===== src/tws_pkg.sv =====
`timescale 1ns / 1ps
package tws_pkg;

  localparam int MaxStates    = 4;
  localparam int NumStatesDef = 4;
  localparam int DataW        = 32;
  localparam int EpsW         = 16;
  localparam int CntW         = 3;
  localparam int RowW         = 2;
  localparam int AddrW        = 3;

  localparam logic RegEps = 1'b0;

  typedef logic [DataW-1:0] word_t;

  typedef struct packed {
    word_t [MaxStates-1:0]                rem;
    word_t [MaxStates-1:0][MaxStates-1:0] flow;
  } mat_t;

  typedef struct packed {
    mat_t            m;
    logic            active;
    word_t           v1;
    word_t           v2;
    word_t           v3;
    logic [CntW-1:0] n1;
    logic [CntW-1:0] n2;
  } rnd_t;

  function automatic word_t div3(input word_t x);
    logic [2*DataW-1:0] p;
    p = {{DataW{1'b0}}, x} * {{DataW{1'b0}}, 32'hAAAA_AAAB};
    return {1'b0, p[2*DataW-1:DataW+1]};
  endfunction

endpackage


===== src/tws_out.sv =====
`timescale 1ns / 1ps
module tws_out #(
  parameter int N = tws_pkg::NumStatesDef
) (
  input  logic                                     clk_i,
  input  logic                                     rst_ni,
  input  logic                                     vld_i,
  input  tws_pkg::mat_t                            mat_i,
  output logic                                     adv_o,
  output logic                                     tvalid_o,
  input  logic                                     tready_i,
  output logic [tws_pkg::RowW-1:0]                 row_o,
  output tws_pkg::word_t [tws_pkg::MaxStates-1:0]  flow_o,
  output logic                                     last_o
);
  import tws_pkg::*;

  logic            busy_q;
  logic [RowW-1:0] row_q;
  mat_t            mat_q, mat_d;
  logic            last, fin, load;

  assign last  = row_q == RowW'(N - 1);
  assign fin   = busy_q && tready_i && last;
  assign load  = vld_i && (!busy_q || fin);
  assign adv_o = !vld_i || load;

  always_comb begin
    mat_d = mat_i;
    mat_d.flow[N-1][N-1] = mat_i.flow[N-1][N-1] + mat_i.rem[0];
  end

  always_ff @(posedge clk_i or negedge rst_ni) begin
    if (!rst_ni) begin
      busy_q <= 1'b0;
      row_q  <= '0;
    end else if (load) begin
      busy_q <= 1'b1;
      row_q  <= '0;
    end else if (fin) begin
      busy_q <= 1'b0;
      row_q  <= '0;
    end else if (busy_q && tready_i) begin
      row_q <= row_q + RowW'(1);
    end
  end

  always_ff @(posedge clk_i) begin
    if (load) begin
      mat_q <= mat_d;
    end
  end

  always_comb begin
    for (int j = 0; j < MaxStates; j++) begin
      flow_o[j] = (j < N) ? mat_q.flow[row_q][j] : '0;
    end
  end

  assign tvalid_o = busy_q;
  assign row_o    = row_q;
  assign last_o   = last;

  a_last_row: assert property (@(posedge clk_i) disable iff (!rst_ni)
    tvalid_o && last_o |-> row_o == RowW'(N - 1)) else $error("last flag off final row");
  a_row_step: assert property (@(posedge clk_i) disable iff (!rst_ni)
    tvalid_o && tready_i && !last_o |=> tvalid_o && row_o == $past(row_o) + RowW'(1))
    else $error("row skipped or repeated");
  a_no_drop: assert property (@(posedge clk_i) disable iff (!rst_ni)
    vld_i && busy_q && !fin |-> !adv_o) else $error("pipeline advanced over full output");

endmodule


===== config.mk =====
export PLATFORM = sky130hd
export DESIGN_NAME = tws_out
export DESIGN_NICKNAME = d
export VERILOG_FILES = /design/src/tws_pkg.sv /design/src/tws_out.sv
export SDC_FILE = /design/constraint.sdc
export NUM_CORES = 1
export LEC_CHECK = 0
export BUFFER_PORTS_ARGS = -buffer_cell sky130_fd_sc_hd__buf_4
export CORE_AREA = 2 2 299 301
export DETAILED_ROUTE_END_ITERATION = 6
export DIE_AREA = 0 0 301 303
export SLEW_MARGIN = 5
export SYNTH_ARGS = -nofsm -noshare
export SYNTH_HDL_FRONTEND = slang
export SYNTH_SLANG_ARGS = --single-unit

===== constraint.sdc =====
create_clock -name clk_i -period 60.7 [get_ports clk_i]
set_input_delay 9.105 -clock clk_i [delete_from_list [all_inputs] [get_ports clk_i]]
set_output_delay 9.105 -clock clk_i [all_outputs]
set_load 0.02 [all_outputs]

**Word level (Yosys, flattened, before mapping)**

Cells that the tools add are included.

- Input bits: 644
- Word-level logic and storage cells: 38
- Output and inout bits: 133
- Bits in registers: 515

- Equal/unequal tests: 1
- Mux-type cells: 7
- Reductions and logical operators: 9
- Magnitude comparators: 1
- Add/subtract/negate cells: 2

Operators with widths:

| operator | count |
|---|---|
| $bmux 128 s2 | 1 |
| $mux 128 | 1 |
| $add 32x32->32 | 1 |
| $mux 2 | 3 |
| $logic_and 1x1->1 | 3 |
| $lt 2x3->1 const B | 1 |
| $reduce_bool 3->1 | 1 |
| $add 2x1->2 const B | 1 |
| $eq 2x2->1 const B | 1 |
| $logic_not 1->1 | 2 |
| $logic_or 1x1->1 | 2 |
| $mux 1 | 2 |
| $reduce_bool 2->1 | 1 |

**Longest topological paths before layout**

- Depth after elaboration: 5
- Depth in mapped cells: 9
- Gate-level depth less buffers: 9

**Least setup slack after synthesis**

No wires, ideal clock.

- Path type: input to register
- From: in tready_i
- To: reg mat_q[0] (netlist name), enable pin
- Stages: 2
- Required time: 59.250 ns
- Arrival: 31.533 ns
- Path slack: 27.717 ns
- Setup time: 1.450 ns
- Path through: a21boi_0 nor2b_1

- Cells in the longest elaborated chain, start to end: 4

Ends and longest elaborated chain:

| what | RTL line | source |
|---|---|---|
| start: declaration | tws_out.sv:11 | `input logic tready_i,` |
| $logic_and 1x1->1 (2 in a row) | tws_out.sv:24 | `assign fin = busy_q && tready_i && last;` |
| $logic_or 1x1->1 | tws_out.sv:25 | `assign load = vld_i && (!busy_q \|\| fin);` |
| $logic_and 1x1->1 | tws_out.sv:25 |  |
| named net load | tws_out.sv:21 | `logic last, fin, load;` |
| end signal: assignment | tws_out.sv:50 | `mat_q <= mat_d;` |
| end: declaration | tws_out.sv:20 | `mat_t mat_q, mat_d;` |

The timed path passes the listed nets, and every way through them passes these cells.
A chain may end at the register's enable or synchronous reset.

**Worst setup path in the final report**

- From: in tready_i
- To: out adv_o

- Cells in the longest elaborated chain, start to end: 5

Ends and longest elaborated chain:

| what | RTL line | source |
|---|---|---|
| $logic_and 1x1->1 (2 in a row) | tws_out.sv:24 |  |
| $logic_or 1x1->1 | tws_out.sv:25 |  |
| $logic_and 1x1->1 | tws_out.sv:25 |  |
| $logic_or 1x1->1 | tws_out.sv:26 | `assign adv_o = !vld_i \|\| load;` |
| end: declaration | tws_out.sv:9 | `output logic adv_o,` |

Every way passes these cells.

==> flow_metrics.py <==
metrics = {
    "route": {
        "routedWlPerCell_um": 21.3,
        "drc": 0,
        "drt_wl_total_um": 60700,
        "num_vias": 11969,
        "vias_per_cell": 4.20,
        "route.antenna.remaining_nets": 0,
        "drt-initial-drc-count": 863,
        "drt-pass1-iter-count": 5,
    },
    "power_and_ir_drop": {
        "power_density_nw_per_um2": 41.0,
        "netSwitchingFraction": 0.313,
        "clockPowerShare": 0.285,
        "irDropWorstVdd_uv": 23.1,
        "p_seq_frac": 0.397,
        "p_sw_uw": 367,
        "pwr-share-comb": 0.317,
        "power.leakage_uw": 0.0105,
        "internal-power_uw": 807,
    },
    "clocking": {
        "ctsResizeCount": 0,
        "cts_setup_buffers": 0,
        "clock_sinks": 515,
        "clock-root-buffer": "clkbuf_16",
        "ctsHtreeMaxLevel": 2,
        "ctsHoldBuffers": 0,
        "numCtsBuffers": 58,
        "clkLatencyLatePin_ns": 0.65,
        "clkTransAtPathRegs_ns": 0.06,
        "cts_tree": "built",
        "clk_path_buf_depth": 3,
    },
    "timing": {
        "min_period_ns": 19.01,
        "slew_viol_final": 0,
        "timing.final.ws_setup_ns": 41.69,
        "rsz0062_at_grt": "no",
        "setup_viol": 0,
        "max_freq_mhz": 52.6,
        "setup_tns_ns": 0,
        "hold_viol_final": 0,
        "finalClockSkew_ns": 0.0222,
        "worst_slew_pin_slew_ns": 1.14,
        "post-route-period-util": 0.313,
        "slew-limit-headroom": 0.242,
    },
    "synth": {
        "synthCells": 919,
        "synthFlopType": "edfxtp_1",
        "syn_area_per_cell_um2": 22.1,
        "yosysMostFrequentCell": "edfxtp_1",
        "synth-edff-count": 512,
        "yosys.area.top_type_share": 0.759,
        "synth.largest_area_cell": "edfxtp_1",
        "syn_nets": 1596,
        "yosysUniqueCellTypes": 59,
        "synth_seq_cells": 515,
        "synth_area_um2": 20300,
        "async_flop_share": 0.00583,
        "yosys-top-cells-area": "edfxtp_1 (76%), mux4_2 (14%), ha_1 (2.0%)",
        "yosys_warnings": 0,
        "ys_seq_area_frac": 0.762,
        "synthTopCellsByCount": "edfxtp_1 (512), mux4_2 (128), ha_1 (32), a21oi_1 (26), clkbuf_1 (22)",
    },
    "placement": {
        "hpwl_um": 45400,
        "place_congestion": 0.877,
        "place_ws_ns": 41.69,
        "port_buffers": 680,
    },
    "global_routing": {
        "grt-ovfl-total": 0,
        "gr-usage-all-layers": 0.126,
        "antenna_found_initial": 4,
        "grt_max_degree": 82,
        "grt_pass1_vias": 12892,
        "grt_first_pass_wirelength_um": 84600,
    },
    "finish": {
        "drive_gt1_frac": 0.550,
        "nets": 2310,
        "fin_util": 0.325,
        "area_delta_synth_final_pct": 41.1,
    },
    "die": {
        "initial_core_util": 0.230,
        "core-area_um2": 88000,
        "die_w_um": 301,
        "die_h_um": 303,
        "dieArea_um2": 91200,
        "io_pins": 777,
        "placementRows": 109,
    },
    "critical_path": {
        "worstPathArrival_ns": 9.91,
        "crit_path_top_delay_cell": "a21boi_0",
        "worstPathRequired_ns": 51.59,
        "path_cells": "buf_4 > a21boi_0 > nand2_1 > buf_4",
        "cpMostUsedCell": "buf_4",
        "end_kind": "output pin",
        "cp_max_fo": 4,
        "max_stage_delay_ns": 0.39,
        "path_class": "input port to output pin",
        "setup.worst_path.start_class": "input port",
    },
    "hold_path": {
        "hp-class": "flip-flop to flip-flop",
    },
    "job": {
        "maxCapViolCount": 0,
    },
    "outcome": {
        "outcome": "completed",
    },
}
[layout by cell type, fill, tap and decap left out, types with 3 or more instances in the layout]
master / count
and3_1: 4
xor2_1: 11
nor3_1: 3
nand3_1: 6
mux4_2: 128
buf_4: 692
nand2_1: 18
inv_1: 9
edfxtp_1: 512
nor2_1: 21
a21o_1: 12
a21oi_1: 26
o21ai_0: 13
clkbuf_16: 58
o21a_1: 3
o21bai_1: 3
clkinvlp_4: 6
clkbuf_1: 16
ha_1: 32
nand4_1: 8
xnor2_1: 19
clkinv_1: 6
clkinv_2: 11
a31oi_1: 3
[worst max-delay path, delay by kind of cell]
kind | cells | cell delay, ns
AO/OA/AOI/OAI | 1 | 0.39
AND/OR/NAND/NOR | 1 | 0.11
buffers and inverters | 2 | 0.30
[per-layer routing]
| layer | part of all wire | up-vias | GRT usage |
|---|---|---|---|
| li1 | - | 5325 | - |
| met1 | 0.38 | 6049 | 0.148 |
| met2 | 0.52 | 511 | 0.219 |
| met3 | 0.079 | 84 | 0.0347 |
| met4 | 0.027 | 0 | 0.0507 |
| met5 | 0 | - | 0 |
[cell families after synthesis]
| logic type | after synthesis | share of synthesized area |
|---|---|---|
| AOI/OAI and AO/OA | 92 | 0.0333 |
| DFF | 515 | 0.762 |
| adders and majority gates | 33 | 0.0207 |
| buffers and inverters | 47 | 0.00975 |
| and+or+nand+nor | 73 | 0.0180 |
| muxes | 129 | 0.143 |
| xor gates and xnor gates | 30 | 0.0130 |
[sequential cells by signal (all words and copies together), names as in the netlist]
signal / count
mat_q: 512
row_o: 2
tvalid_o: 1
[power groups by stage]
stage / registers [µW] / logic (µW) / clock network [µW]
global placement: 473 / 378 / 0
detailed placement: 475 / 381 / 0
finish: 466 / 373 / 335
floorplan: 500 / 228 / 0
CTS: 468 / 382 / 348
global route: 471 / 396 / 361
[stage by stage]
stage,area [µm²],instances,power [µW],hold slack [ns]
floorplan,20300,919,728,0.662
global placement,26800,2738,851,0.569
detailed placement,26800,2738,856,0.586
global route,28600,2848,1230,0.642
finish,28600,2848,1170,0.602
CTS,28600,2846,1200,0.602
[final timing paths]
kind | slack [ns] | depth (start not counted) | endpoint | from
max in group asynchronous | 52.34 | 1 | row_o[0]$_DFFE_PN0P_ | rst_ni
hold reg to reg | 0.60 | 1 | row_o[0]$_DFFE_PN0P_ | tvalid_o$_DFFE_PN0P_
hold / removal | 0.60 | 1 | row_o[0]$_DFFE_PN0P_ | tvalid_o$_DFFE_PN0P_
setup reg to reg | 53.77 | 8 | mat_q[435]$_DFFE_PP_ | row_o[0]$_DFFE_PN0P_
min in group asynchronous | 8.26 | 1 | tvalid_o$_DFFE_PN0P_ | rst_ni
setup / recovery | 41.69 | 4 | adv_o | tready_i
[final cells by class]
class	instances	area [µm²]
timing repair buffer	692	5190
fill	8506	59400
multi-input combinational	357	4630
clock inverter	32	284
inverter	9	33.8
tap	1165	1460
clock buffer	76	1540
sequential	515	15500
antenna	2	5.00
(Power assumes the default switching activity.)
