$ cat config.mk
export PLATFORM = sky130hd
export DESIGN_NAME = tws_sort
export DESIGN_NICKNAME = d
export VERILOG_FILES = /design/src/tws_pkg.sv /design/src/tws_sort.sv
export SDC_FILE = /design/constraint.sdc
export NUM_CORES = 1
export LEC_CHECK = 0
export ABC_AREA = 1
export BUFFER_PORTS_ARGS = -buffer_cell sky130_fd_sc_hd__buf_4
export CORE_AREA = 2 2 304 306
export CTS_BUF_LIST = sky130_fd_sc_hd__clkbuf_8
export DETAILED_ROUTE_END_ITERATION = 10
export DIE_AREA = 0 0 306 308
export GPL_TIMING_DRIVEN = 1
export PLACE_DENSITY = 0.45
export SLEW_MARGIN = 20
export SYNTH_ARGS = -nofsm -noshare
export SYNTH_HDL_FRONTEND = slang
export SYNTH_SLANG_ARGS = --single-unit
$ cat constraint.sdc
create_clock -name clk_i -period 0.8 [get_ports clk_i]
set_input_delay 0 -clock clk_i [delete_from_list [all_inputs] [get_ports clk_i]]
set_output_delay 0 -clock clk_i [all_outputs]
set_load 0.02 [all_outputs]
$ cat src/tws_pkg.sv
`timescale 1ns / 1ps
package tws_pkg;

  localparam int MaxStates    = 4;
  localparam int NumStatesDef = 4;
  localparam int DataW        = 32;
  localparam int EpsW         = 16;
  localparam int CntW         = 3;
  localparam int RowW         = 2;
  localparam int AddrW        = 3;

  localparam logic RegEps = 1'b0;

  typedef logic [DataW-1:0] word_t;

  typedef struct packed {
    word_t [MaxStates-1:0]                rem;
    word_t [MaxStates-1:0][MaxStates-1:0] flow;
  } mat_t;

  typedef struct packed {
    mat_t            m;
    logic            active;
    word_t           v1;
    word_t           v2;
    word_t           v3;
    logic [CntW-1:0] n1;
    logic [CntW-1:0] n2;
  } rnd_t;

  function automatic word_t div3(input word_t x);
    logic [2*DataW-1:0] p;
    p = {{DataW{1'b0}}, x} * {{DataW{1'b0}}, 32'hAAAA_AAAB};
    return {1'b0, p[2*DataW-1:DataW+1]};
  endfunction

endpackage

$ cat src/tws_sort.sv
`timescale 1ns / 1ps
module tws_sort #(
  parameter int N = tws_pkg::NumStatesDef
) (
  input  logic                                          clk_i,
  input  logic                                          rst_ni,
  input  logic                                          en_i,
  input  logic                                          vld_i,
  input  tws_pkg::word_t [tws_pkg::MaxStates-1:0]        weight_i,
  output logic                                          vld_o,
  output tws_pkg::mat_t                                 mat_o
);
  import tws_pkg::*;

  logic  vld_q;
  mat_t  mat_q, mat_d;
  word_t [MaxStates-1:0] w;
  word_t t;

  always_comb begin
    w = weight_i;
    t = '0;
    for (int ps = 0; ps < N - 1; ps++) begin
      for (int j = 0; j < N - 1 - ps; j++) begin
        if (w[j] > w[j+1]) begin
          t      = w[j];
          w[j]   = w[j+1];
          w[j+1] = t;
        end
      end
    end
    mat_d = '0;
    for (int i = 0; i < N; i++) begin
      mat_d.rem[i] = w[N-1-i];
    end
  end

  always_ff @(posedge clk_i or negedge rst_ni) begin
    if (!rst_ni) begin
      vld_q <= 1'b0;
    end else if (en_i) begin
      vld_q <= vld_i;
    end
  end

  always_ff @(posedge clk_i) begin
    if (en_i) begin
      mat_q <= mat_d;
    end
  end

  assign vld_o = vld_q;
  assign mat_o = mat_q;

endmodule

* Word-level counts from Yosys, hierarchy flattened
Cells that the tools add are included.
** Cells by class
- Add/sub/neg operators :: 0
- Multipliers :: 0
- Div/mod/pow operators :: 0
- $lt $le $gt $ge :: 6
- Equal/unequal tests :: 0
- Shift operators :: 0
- Multiplexer cells :: 6
- Bitwise logic cells :: 0
- Reduce and logical (&&, ||, !) cells :: 0
** Operator list (count)
- $mux 64 :: 6
- $gt 32x32->1 :: 6
** Word-level totals
- Register bits after elaboration :: 129
- Latch bits :: 0
- RAM bits :: 0
- Bits in read-only memories :: 0
- Input port bits :: 132
- Output and inout port bits :: 641
- Word-level logic and storage cells :: 17
- Memories kept :: 0

* Longest topological paths before layout
Gate-level depths: netlist of run 1.
- Depth after elaboration :: 10
- Gate-level depth with buffers :: 83
- Gate-level depth less buffers :: 76

* Least setup slack after synthesis of run 1
Ideal clock, no wire load.
- Path type :: input-to-reg
- Start point :: input port weight_i[63] in the netlist's numbering
- End point :: register mat_q (netlist bit mat_o[578]) (data pin)
- Setup time :: 0.131 ns
- Arrival time :: 8.585 ns
- Required time :: 0.669 ns
- Path slack :: -7.915 ns
- Stages on the path :: 57
- Path buffers :: 8
- Path through :: inv_1 -> ha_1 -> nand2_1 -> nor2_1 -> nand2_1 -> nor2_1 -> nand4_2 -> nand2_2 -> clkbuf_1 -> a21oi_1 -> ha_1 -> nand2_1 -> nor2_1 -> nand4_1 -> nor4_2 -> nand2_1 -> nand2_1 -> nand2_2 -> [21 not listed] -> nand2_4 -> nand2_4 -> buf_6 -> nand2_1 -> nand2_1 -> ha_1 -> nand2_1 -> inv_1 -> a221oi_1 -> o221ai_1 -> nand2_1 -> o2111a_1 -> o21ai_0 -> o31ai_1 -> clkbuf_1 -> buf_1 -> nand3_1 -> nand2_1
** RTL lines
- start, declared :: line tws_sort.sv:9 : input tws_pkg::word_t [tws_pkg::MaxStates-1:0] weight_i,
- end signal, assigned :: line tws_sort.sv:48 : mat_q <= mat_d;
- end, declared :: line tws_sort.sv:16 : mat_t mat_q, mat_d;

==> out/qor.txt, run 1 <==
status: finished with violations
failing checks: negative setup slack
Clk pin slew, worst setup/hold paths: 80 ps
EDFF count, synth: 128
Slowest-stage cell, CP: o21ai_0
DRT Pass-1 Iters: 5
# nets final: 3620
share of post-route cells with drive strength above 1: 0.438
P_leak: 13.8 nW
final hold violation count: 0
HP Class: in2reg
Worst Tran Pin Value: 861 ps
Pwr Total: 116 mW
max-cap violation count: 0
grt ovf: 0
ys flop type: edfxtp_1
die area: 0.0942 sq mm
Tcrit/Tclk final: 10.9
Worst VDD drop: 2.96 mV
PortBufs: 260
CTS Root Cell: clkbuf_8
most common cell after layout, fill and taps aside: buf_4
Clock Tree Buf Depth: 2
largest net degree at the start of global routing: 46
Worst Path Required: 1020 ps
DP Cell Count: 4298
HPWL after DPL: 54.4 mm
Tmin final: 8720 ps
fmax: 115 MHz
Setup CP Type: in2reg
dpl ws: -9560 ps
Final Skew: 0 ps
routed vias/inst: 3.81
floorplan row count: 111
number of global-route vias before repair: 15600
Die Wd: 306 microns
synthesized area per cell: 7.15 sq um
Synth-to-Final Area Change: 62.8%
dominant cell type by area after synthesis: buf_4
share of Yosys cell area claimed by the top area cell type: 0.230
Final setup viols: 257
CTS Buf Count: 17
Yosys Warn Count: 0
RSZ-0062 raised after global routing: yes
Pwr per Cell Area: 4250 mW/mm^2
Synth Register Bits: 129
placed cell area: 0.0230 sq mm
CP max FO: 20
Iter 0 DRT Violations: 852
ys async rst share: 0.00775
commonest cells after routing, fill and taps aside: 888 x buf_4, 512 x conb_1, 472 x nand2_1, 158 x inv_1, 149 x o21ai_0
wire per inst: 14.9 microns
initial antenna violation count: 6
Max Slew Vio Count: 0
synth unique cells: 45
overall via count from detail_route: 17100
H-tree depth: 4
crit end category: flop
design area: 0.0273 sq mm
total negative slack: -881930 ps
Synth area leaders: buf_4 23%, edfxtp_1 23%, ha_1 14%, nand2_1 13%, o21ai_0 7.4%
CP Launch Type: input port
antenna viol nets, final: 0
Ports: 773
Final Non-Filler Cells: 4498
core area: 0.0910 sq mm
Clock Sink Count: 129
Die H: 308 microns
DRC: 0
final core occ: 0.300
final wirelength: 66.9 mm
first-pass GRT wire length: 92.4 mm
Crit path largest cell delay: 360 ps
Initial Util: 0.184
final worst setup slack: -7920 ps
gp weighted congestion: 0.889
CP most frequent cell: buf_4
total global-route track usage: 0.129
clock latency on the worst-skew pair: 460 ps
Post-Synthesis Cells: 2345
Post-Syn Area: 0.0168 sq mm
headroom to the max-slew limit: 0.420
CTS tree: done
Arrival @ worst endpoint: 8930 ps
Min Hold Slack: 26.6 ps
Seq/Total Area, Yosys: 0.231
-- repair_timing --
action	4_1_cts	5_1_grt
resized for setup	226	325
pin swaps	40	66
cloned	14	15
endpoints found under the setup margin	257	257
hold endpoints to repair	13	0
setup buffers	82	46
hold buffers	14	0
-- critical path: cells and delay by family --
kind | cells | cell delay (ps)
buffers and inverters | 31 | 3930
adder cells (fa/ha/maj) | 4 | 1180
AO/OA/AOI/OAI | 6 | 1120
AND/OR/NAND/NOR | 23 | 2650
-- area by class of cell --
class	count	area, sq um
antenna	1	2.50
clock buffer	17	234
clock inverter	15	150
fill	9747	63700
inverter	200	833
multi-input combinational	1935	11900
sequential	129	3870
tap	1186	1480
timing repair buffer	1015	8800
-- cells by family (layout without fill, tap and decap cells) --
family | Yosys count | after routing | synth area share
other cells | 1 | 513 | 0.000224
buf+inv | 793 | 1247 | 0.296
compound gates | 411 | 411 | 0.129
flops | 129 | 129 | 0.231
simple gates | 820 | 821 | 0.201
mux | 1 | 1 | 0.000671
fa+ha+maj | 190 | 190 | 0.142
-- registers in the layout, indices dropped and copies added, names as in the netlist --
name,cells
mat_o,128
vld_o,1
-- cell usage after synthesis, drive strengths merged, types with 2 or more instances --
master	instances
nand2	590
buf	542
o21ai	270
inv	200
ha	190
edfxtp	128
nand3	119
a21oi	110
nor2	68
clkbuf	51
nand4	20
nor3	10
a211oi	9
nor4	7
o21bai	4
o221ai	4
nand3b	3
o21a	3
a221oi	2
a31oi	2
o211ai	2
-- per-layer routing --
layer  vias up  GRT usage  share of wire
met5         -          0        0.00015
met4         2     0.0302          0.022
met3        63     0.0155          0.044
met2       505      0.244           0.53
met1      7880      0.153           0.40
li1       8673          -              -
-- power by group --
part           internal, mW  switching (mW)  leakage [nW]  total, mW
combinational          45.8            50.0          12.3       95.7
clock                  2.54            2.95         0.183       5.50
sequential             13.5            1.23          1.26       14.7
total                  61.8            54.2          13.8        116
-- path summary, 6_finish.rpt --
| kind | start | to | slack (ps) | cells after the start |
|---|---|---|---|---|
| worst max-delay path | weight_i[53] | mat_o[630]$_DFFE_PP_ | -7920 | 64 |
| worst min-delay path | en_i | vld_o$_DFFE_PN0P_ | 30 | 3 |
| worst max register to register | vld_o$_DFFE_PN0P_ | vld_o$_DFFE_PN0P_ | 40 | 1 |
| worst min register to register | vld_o$_DFFE_PN0P_ | vld_o$_DFFE_PN0P_ | 520 | 1 |
| max in group asynchronous | rst_ni | vld_o$_DFFE_PN0P_ | 320 | 3 |
| min in group asynchronous | rst_ni | vld_o$_DFFE_PN0P_ | 370 | 3 |
No activity file was read; power rests on OpenSTA's default activity.
==> run 2: changes to the inputs <==
--- a/config.mk
+++ b/config.mk
@@ -5,14 +5,13 @@
 export SDC_FILE = /design/constraint.sdc
 export NUM_CORES = 1
 export LEC_CHECK = 0
-export ABC_AREA = 1
 export BUFFER_PORTS_ARGS = -buffer_cell sky130_fd_sc_hd__buf_4
-export CORE_AREA = 2 2 304 306
+export CORE_AREA = 2 2 297 299
 export CTS_BUF_LIST = sky130_fd_sc_hd__clkbuf_8
 export DETAILED_ROUTE_END_ITERATION = 10
-export DIE_AREA = 0 0 306 308
+export DIE_AREA = 0 0 299 301
 export GPL_TIMING_DRIVEN = 1
-export PLACE_DENSITY = 0.45
+export PLACE_DENSITY = 0.46
 export SLEW_MARGIN = 20
 export SYNTH_ARGS = -nofsm -noshare
 export SYNTH_HDL_FRONTEND = slang
==> run 2 against run 1 <==
The run still ends with negative setup slack left. Count of clock-buffer cells in the layout unchanged. Global-route usage increased by 1.7 points. Fmax decreased by 21%. Critical path depth unchanged. Synthesized cell count decreased by 16%. Cell count decreased by 11%. Setup slack got worse by 2400 ps. Clock skew unchanged. Worst hold slack got worse by 7.4 ps. Sequential share of layout area increased by 1.2 points. Total power decreased by 26%. Final area decreased by 7.9%. Critical path type unchanged. Highest routed layer unchanged.
==> out/qor.txt, run 2 <==
status: finished with violations
failing checks: negative setup slack
Setup CP Type: in2reg
most common cell after layout, fill and taps aside: buf_4
Die Wd: 299 microns
DRC: 0
Clock Tree Buf Depth: 2
r2r worst-path depth: 1
Reg2Reg Launch Point: vld_o$_DFFE_PN0P_
initial antenna violation count: 7
Final setup viols: 342
overall via count from detail_route: 15300
CP Launch Type: input port
share of Yosys cell area claimed by the top area cell type: 0.229
DP Cell Count: 3920
antenna viol nets, final: 0
Min Hold Slack: 19.2 ps
CTS Buf Count: 17
Reg area: 0.00387 sq mm
Crit path largest cell delay: 580 ps
Ports: 773
number of global-route vias before repair: 14800
Synth area leaders: buf_4 23%, edfxtp_1 23%, ha_1 14%, mux2i_1 7.1%, mux2_2 6.8%
Synth-to-Final Area Change: 48.0%
wire per inst: 17.4 microns
gp weighted congestion: 0.911
Commonest cells post-synth: 518 x buf_4, 201 x inv_1, 190 x ha_1, 130 x a21oi_1, 128 x edfxtp_1
fmax: 90.3 MHz
Initial Util: 0.196
Pwr Total: 85.3 mW
P_leak: 12.8 nW
clock latency on the worst-skew pair: 490 ps
Iter 0 DRT Violations: 661
dominant cell type by area after synthesis: buf_4
largest net degree at the start of global routing: 55
max FFs per register: 128
first-pass GRT wire length: 95.4 mm
final core occ: 0.291
PortBufs: 260
# nets final: 3174
Worst Tran Pin Value: 1060 ps
Final Skew: 0 ps
CTS tree: done
headroom to the max-slew limit: 0.289
Seq/Total Area, Yosys: 0.228
Clk pin slew, worst setup/hold paths: 90 ps
fillcell total: 9377
ys flop type: edfxtp_1
Post-Syn Area: 0.0170 sq mm
floorplan row count: 108
synthesized area per cell: 8.62 sq um
grt ovf: 0
ys async rst share: 0.00775
Synth Register Bits: 129
core area: 0.0865 sq mm
routed vias/inst: 3.80
Slowest-stage cell, CP: or4_4
Worst VDD drop: 2.01 mV
CP startpoint: weight_i[63]
Max Slew Vio Count: 0
final wirelength: 70.1 mm
area of the multi-input gates: 0.0111 sq mm
HP Class: in2reg
Die H: 301 microns
CTS Root Cell: clkbuf_8
Tmin final: 11080 ps
CP most frequent cell: buf_12
H-tree depth: 4
crit path to: mat_o[618]$_DFFE_PP_
Arrival @ worst endpoint: 11320 ps
max-cap violation count: 0
Crit Reg-Reg Endpoint: vld_o$_DFFE_PN0P_
HPWL after DPL: 59.9 mm
commonest cells after routing, fill and taps aside: 817 x buf_4, 512 x conb_1, 192 x inv_1, 174 x ha_1, 128 x edfxtp_1
total global-route track usage: 0.146
share of post-route cells with drive strength above 1: 0.406
r2r setup slk: 30 ps
Final Non-Filler Cells: 4024
Pwr per Cell Area: 3390 mW/mm^2
final worst setup slack: -10280 ps
Yosys Warn Count: 0
most frequent cell after synthesis: buf_4
Tcrit/Tclk final: 13.8
die area: 0.0900 sq mm
final hold violation count: 0
Post-Synthesis Cells: 1970
crit end category: flop
EDFF count, synth: 128
Worst Path Required: 1040 ps
RSZ-0062 raised after global routing: yes
Clock Sink Count: 129
CP max FO: 15
synth unique cells: 64
DRT Pass-1 Iters: 5
==> run 2: worst min path at each step <==
stage / start / endpoint / slack [ps] / depth (start not counted)
after floorplan: rst_ni / vld_o$_DFFE_PN0P_ / -300 / 0
after global placement: rst_ni / vld_o$_DFFE_PN0P_ / -220 / 1
after detailed placement: rst_ni / vld_o$_DFFE_PN0P_ / -220 / 1
after CTS: weight_i[102] / mat_o[518]$_DFFE_PP_ / 40 / 4
after global routing: weight_i[113] / mat_o[529]$_DFFE_PP_ / 20 / 4
final: weight_i[102] / mat_o[518]$_DFFE_PP_ / 20 / 4
==> run 2: worst max-delay path: cells and delay by family <==
kind / cells / cell delay (ps)
muxes: 5 / 1220
buffers and inverters: 17 / 2350
adders and majority gates: 5 / 1280
and+or+nand+nor: 20 / 3580
AOI/OAI and AO/OA: 17 / 2840
==> run 2: repair_timing <==
action                     in CTS  in global routing
pin swaps                      21                 11
hold buffers                   27                  0
gates cloned                    6                  1
buffers inserted               25                  9
hold endpoints to repair       26                  0
gates resized for setup       133                 70
setup endpoints to repair     257                364
==> run 2: metrics by stage <==
stage / setup TNS [ps] / instance area [sq um] / worst slack (ps)
2_1_floorplan: -1022870 / 19500 / -9530
3_3_place_gp: -1272960 / 23200 / -11940
3_5_place_dp: -1281720 / 23200 / -12010
4_1_cts: -1115300 / 24800 / -10080
5_1_grt: -1192030 / 25100 / -10800
6_report: -1126350 / 25100 / -10280
==> run 2: layout make-up <==
cell class                 count  area share
multi-input combinational   1585       0.441
timing repair buffer         918       0.300
sequential                   129       0.154
tap                         1155      0.0575
inverter                     201      0.0310
clock buffer                  17     0.00931
clock inverter                15     0.00781
antenna                        4    0.000398
==> run 2: per-layer routing <==
layer,up-vias,track usage,wire length [microns]
met3,70,0.0250,4000
met5,-,0,23
met1,7123,0.167,27600
li1,7566,-,-
met2,547,0.270,36000
met4,4,0.0550,2460
==> run 2: kinds of logic after synthesis <==
logic type,Yosys count,share of synthesized area
and+or+nand+nor,320,0.0869
DFF,129,0.228
muxes,231,0.144
other,1,0.000221
AOI/OAI and AO/OA,330,0.115
adders and majority gates,190,0.140
buffers and inverters,769,0.286
==> run 2: power breakdown <==
| group | total, mW | switching, mW | internal (mW) |
|---|---|---|---|
| registers | 14.1 | 1.62 | 12.5 |
| logic | 64.6 | 32.8 | 31.9 |
| clock network | 6.60 | 3.92 | 2.68 |
| total | 85.3 | 38.3 | 47.0 |
==> run 3: changes to the inputs <==
--- a/config.mk
+++ b/config.mk
@@ -6,12 +6,13 @@
 export NUM_CORES = 1
 export LEC_CHECK = 0
 export BUFFER_PORTS_ARGS = -buffer_cell sky130_fd_sc_hd__buf_4
-export CORE_AREA = 2 2 297 299
+export CORE_AREA = 10 10 288 290
 export CTS_BUF_LIST = sky130_fd_sc_hd__clkbuf_8
 export DETAILED_ROUTE_END_ITERATION = 10
-export DIE_AREA = 0 0 299 301
+export DIE_AREA = 0 0 298 300
 export GPL_TIMING_DRIVEN = 1
-export PLACE_DENSITY = 0.46
+export PLACE_DENSITY = 0.5
+export SETUP_SLACK_MARGIN = 0.2
 export SLEW_MARGIN = 20
 export SYNTH_ARGS = -nofsm -noshare
 export SYNTH_HDL_FRONTEND = slang
==> run 3 against run 2 <==
The flow finishes with violations (negative hold slack, negative setup slack). Worst hold slack got worse by 200 ps. Critical path depth did not move. Total power rose by 15%. Clock skew did not move. Clock power rose by 1%. Die area fell by 0.67%. Non-clock buffer count rose by 68. Final area rose by 7.3%.
==> out/qor.txt, run 3 (synthesis results as in run 2) <==
gp weighted congestion: 0.944
PortBufs: 260
Iter 0 DRT Violations: 884
Tmin final: 11140 ps
CP max FO: 6
Min Hold Slack: -186 ps
Clk pin slew, worst setup/hold paths: 110 ps
Initial Util: 0.220
die area: 0.0894 sq mm
first-pass GRT wire length: 107 mm
CP Launch Type: input port
Die H: 300 microns
crit end category: flop
switching share of power: 0.428
initial antenna violation count: 6
Clock Tree Buf Depth: 2
DP Cell Count: 3792
DRC: 0
HPWL after DPL: 62.6 mm
Worst VDD drop: 2.53 mV
Worst Path Required: 1050 ps
most common cell after layout, fill and taps aside: buf_4
Setup CP Type: in2reg
Pwr Total: 98.1 mW
core area: 0.0771 sq mm
Logic pwr share: 0.789
H-tree depth: 4
share of post-route cells with drive strength above 1: 0.450
CP most frequent cell: buf_4
DRT Pass-1 Iters: 8
routed vias/inst: 4.03
final hold violation count: 26
Die Wd: 298 microns
Final setup viols: 257
antenna viol nets, final: 0
commonest cells after routing, fill and taps aside: 828 x buf_4, 512 x conb_1, 191 x inv_1, 142 x ha_1, 128 x edfxtp_1
P_leak: 13.6 nW
RSZ-0062 raised after global routing: yes
final wirelength: 76.5 mm
Crit path largest cell delay: 550 ps
Final Non-Filler Cells: 3979
Psw: 41.9 mW
Clock Power Share: 0.068
headroom to the max-slew limit: 0.610
fmax: 89.8 MHz
fillcell total: 8006
CTS Root Cell: clkbuf_8
CTS Buf Count: 17
CTS tree: done
internal power: 56.1 mW
largest net degree at the start of global routing: 55
status: finished with violations
Worst Tran Pin Value: 581 ps
Synth-to-Final Area Change: 58.8%
total global-route track usage: 0.157
number of global-route vias before repair: 17200
sequential power share: 0.143
HP Class: in2reg
Slowest-stage cell, CP: or4_4
wire per inst: 19.2 microns
Tcrit/Tclk final: 13.9
total negative slack: -1178890 ps
clock latency on the worst-skew pair: 480 ps
Final Skew: 0 ps
max FFs per register: 128
# nets final: 3244
max-cap violation count: 0
hold_buf cts: 11
overall via count from detail_route: 16000
failing checks: negative hold slack, negative setup slack
Pwr per Cell Area: 3640 mW/mm^2
final worst setup slack: -10340 ps
Max Slew Vio Count: 0
Clock Sink Count: 129
grt ovf: 0
floorplan row count: 102
Ports: 773
Arrival @ worst endpoint: 11390 ps
run 3: changes by cell type in the layout (fill, tap and decap cells not counted), moves of 11 or more:
cell,change
buf_16,+11
buf_4,+11
buf_6,+33
buf_8,+13
dlygate4sd3_1,-16
ha_1,-32
ha_4,+29
mux2_2,-29
mux2_4,+31
o21ai_1,-14
run 3: worst max-delay path, delay by kind of cell:
family / cells / cell delay, ps
and+or+nand+nor: 15 / 2560
AOI/OAI and AO/OA: 20 / 3580
buffers and inverters: 19 / 2680
muxes: 5 / 1290
adders and majority gates: 5 / 1240
run 3: area by class of cell:
| cell class | count | area [sq um] | share of cell area |
|---|---|---|---|
| inverters | 201 | 779 | 0.0289 |
| clock inverters | 15 | 191 | 0.00710 |
| well taps | 1040 | 1300 | 0.0482 |
| clock buffers | 17 | 234 | 0.00867 |
| flip-flops and latches | 129 | 3870 | 0.143 |
| repair buffers | 986 | 8710 | 0.323 |
| multi-input cells | 1587 | 11900 | 0.440 |
| diodes | 4 | 10.0 | 0.000371 |
run 3: per-stage QoR:
stage / util / setup slack [ps] / area [sq um]
floorplan: - / -9530 / 19500
global placement: 0.298 / -10920 / 22900
detailed placement: 0.298 / -11020 / 22900
CTS: 0.334 / -9940 / 25700
global route: 0.350 / -10840 / 27000
finish: 0.350 / -10340 / 27000
run 3: power by group through the flow:
stage | logic, mW | clock network [mW] | registers [mW]
after detailed placement | 58.2 | 0 | 14.0
after CTS | 67.5 | 6.90 | 14.0
final | 77.4 | 6.69 | 14.0
after global placement | 57.8 | 0 | 14.2
after global routing | 82.7 | 7.10 | 14.4
after floorplan | 31.8 | 0 | 17.2
run 3: worst paths after layout:
kind / cells past startpoint / end / slack, ps / from
hold / removal: 2 / mat_o[539]$_DFFE_PP_ / -190 / weight_i[123]
hold reg to reg: 1 / vld_o$_DFFE_PN0P_ / 530 / vld_o$_DFFE_PN0P_
max in group asynchronous: 3 / vld_o$_DFFE_PN0P_ / 340 / rst_ni
min in group asynchronous: 3 / vld_o$_DFFE_PN0P_ / 350 / rst_ni
setup reg to reg: 1 / vld_o$_DFFE_PN0P_ / 30 / vld_o$_DFFE_PN0P_
setup / recovery: 64 / mat_o[609]$_DFFE_PP_ / -10340 / weight_i[53]
run 3: layer usage:
layer  share of wire  vias to the layer above  routed length, microns  global-route usage
li1                -                     7731                       -                   -
met1            0.38                     7623                   29000               0.168
met2            0.53                      594                   40300               0.304
met3           0.058                       83                    4400              0.0284
met4           0.036                        2                    2770              0.0560
met5         0.00016                        -                      12                   0
run 3: timing repair:
item	4_1_cts	5_1_grt
pin swaps	46	25
hold endpoints to repair	48	27
gates resized for setup	255	153
endpoints found under the setup margin	258	258
setup buffers	76	36
gates cloned	20	8
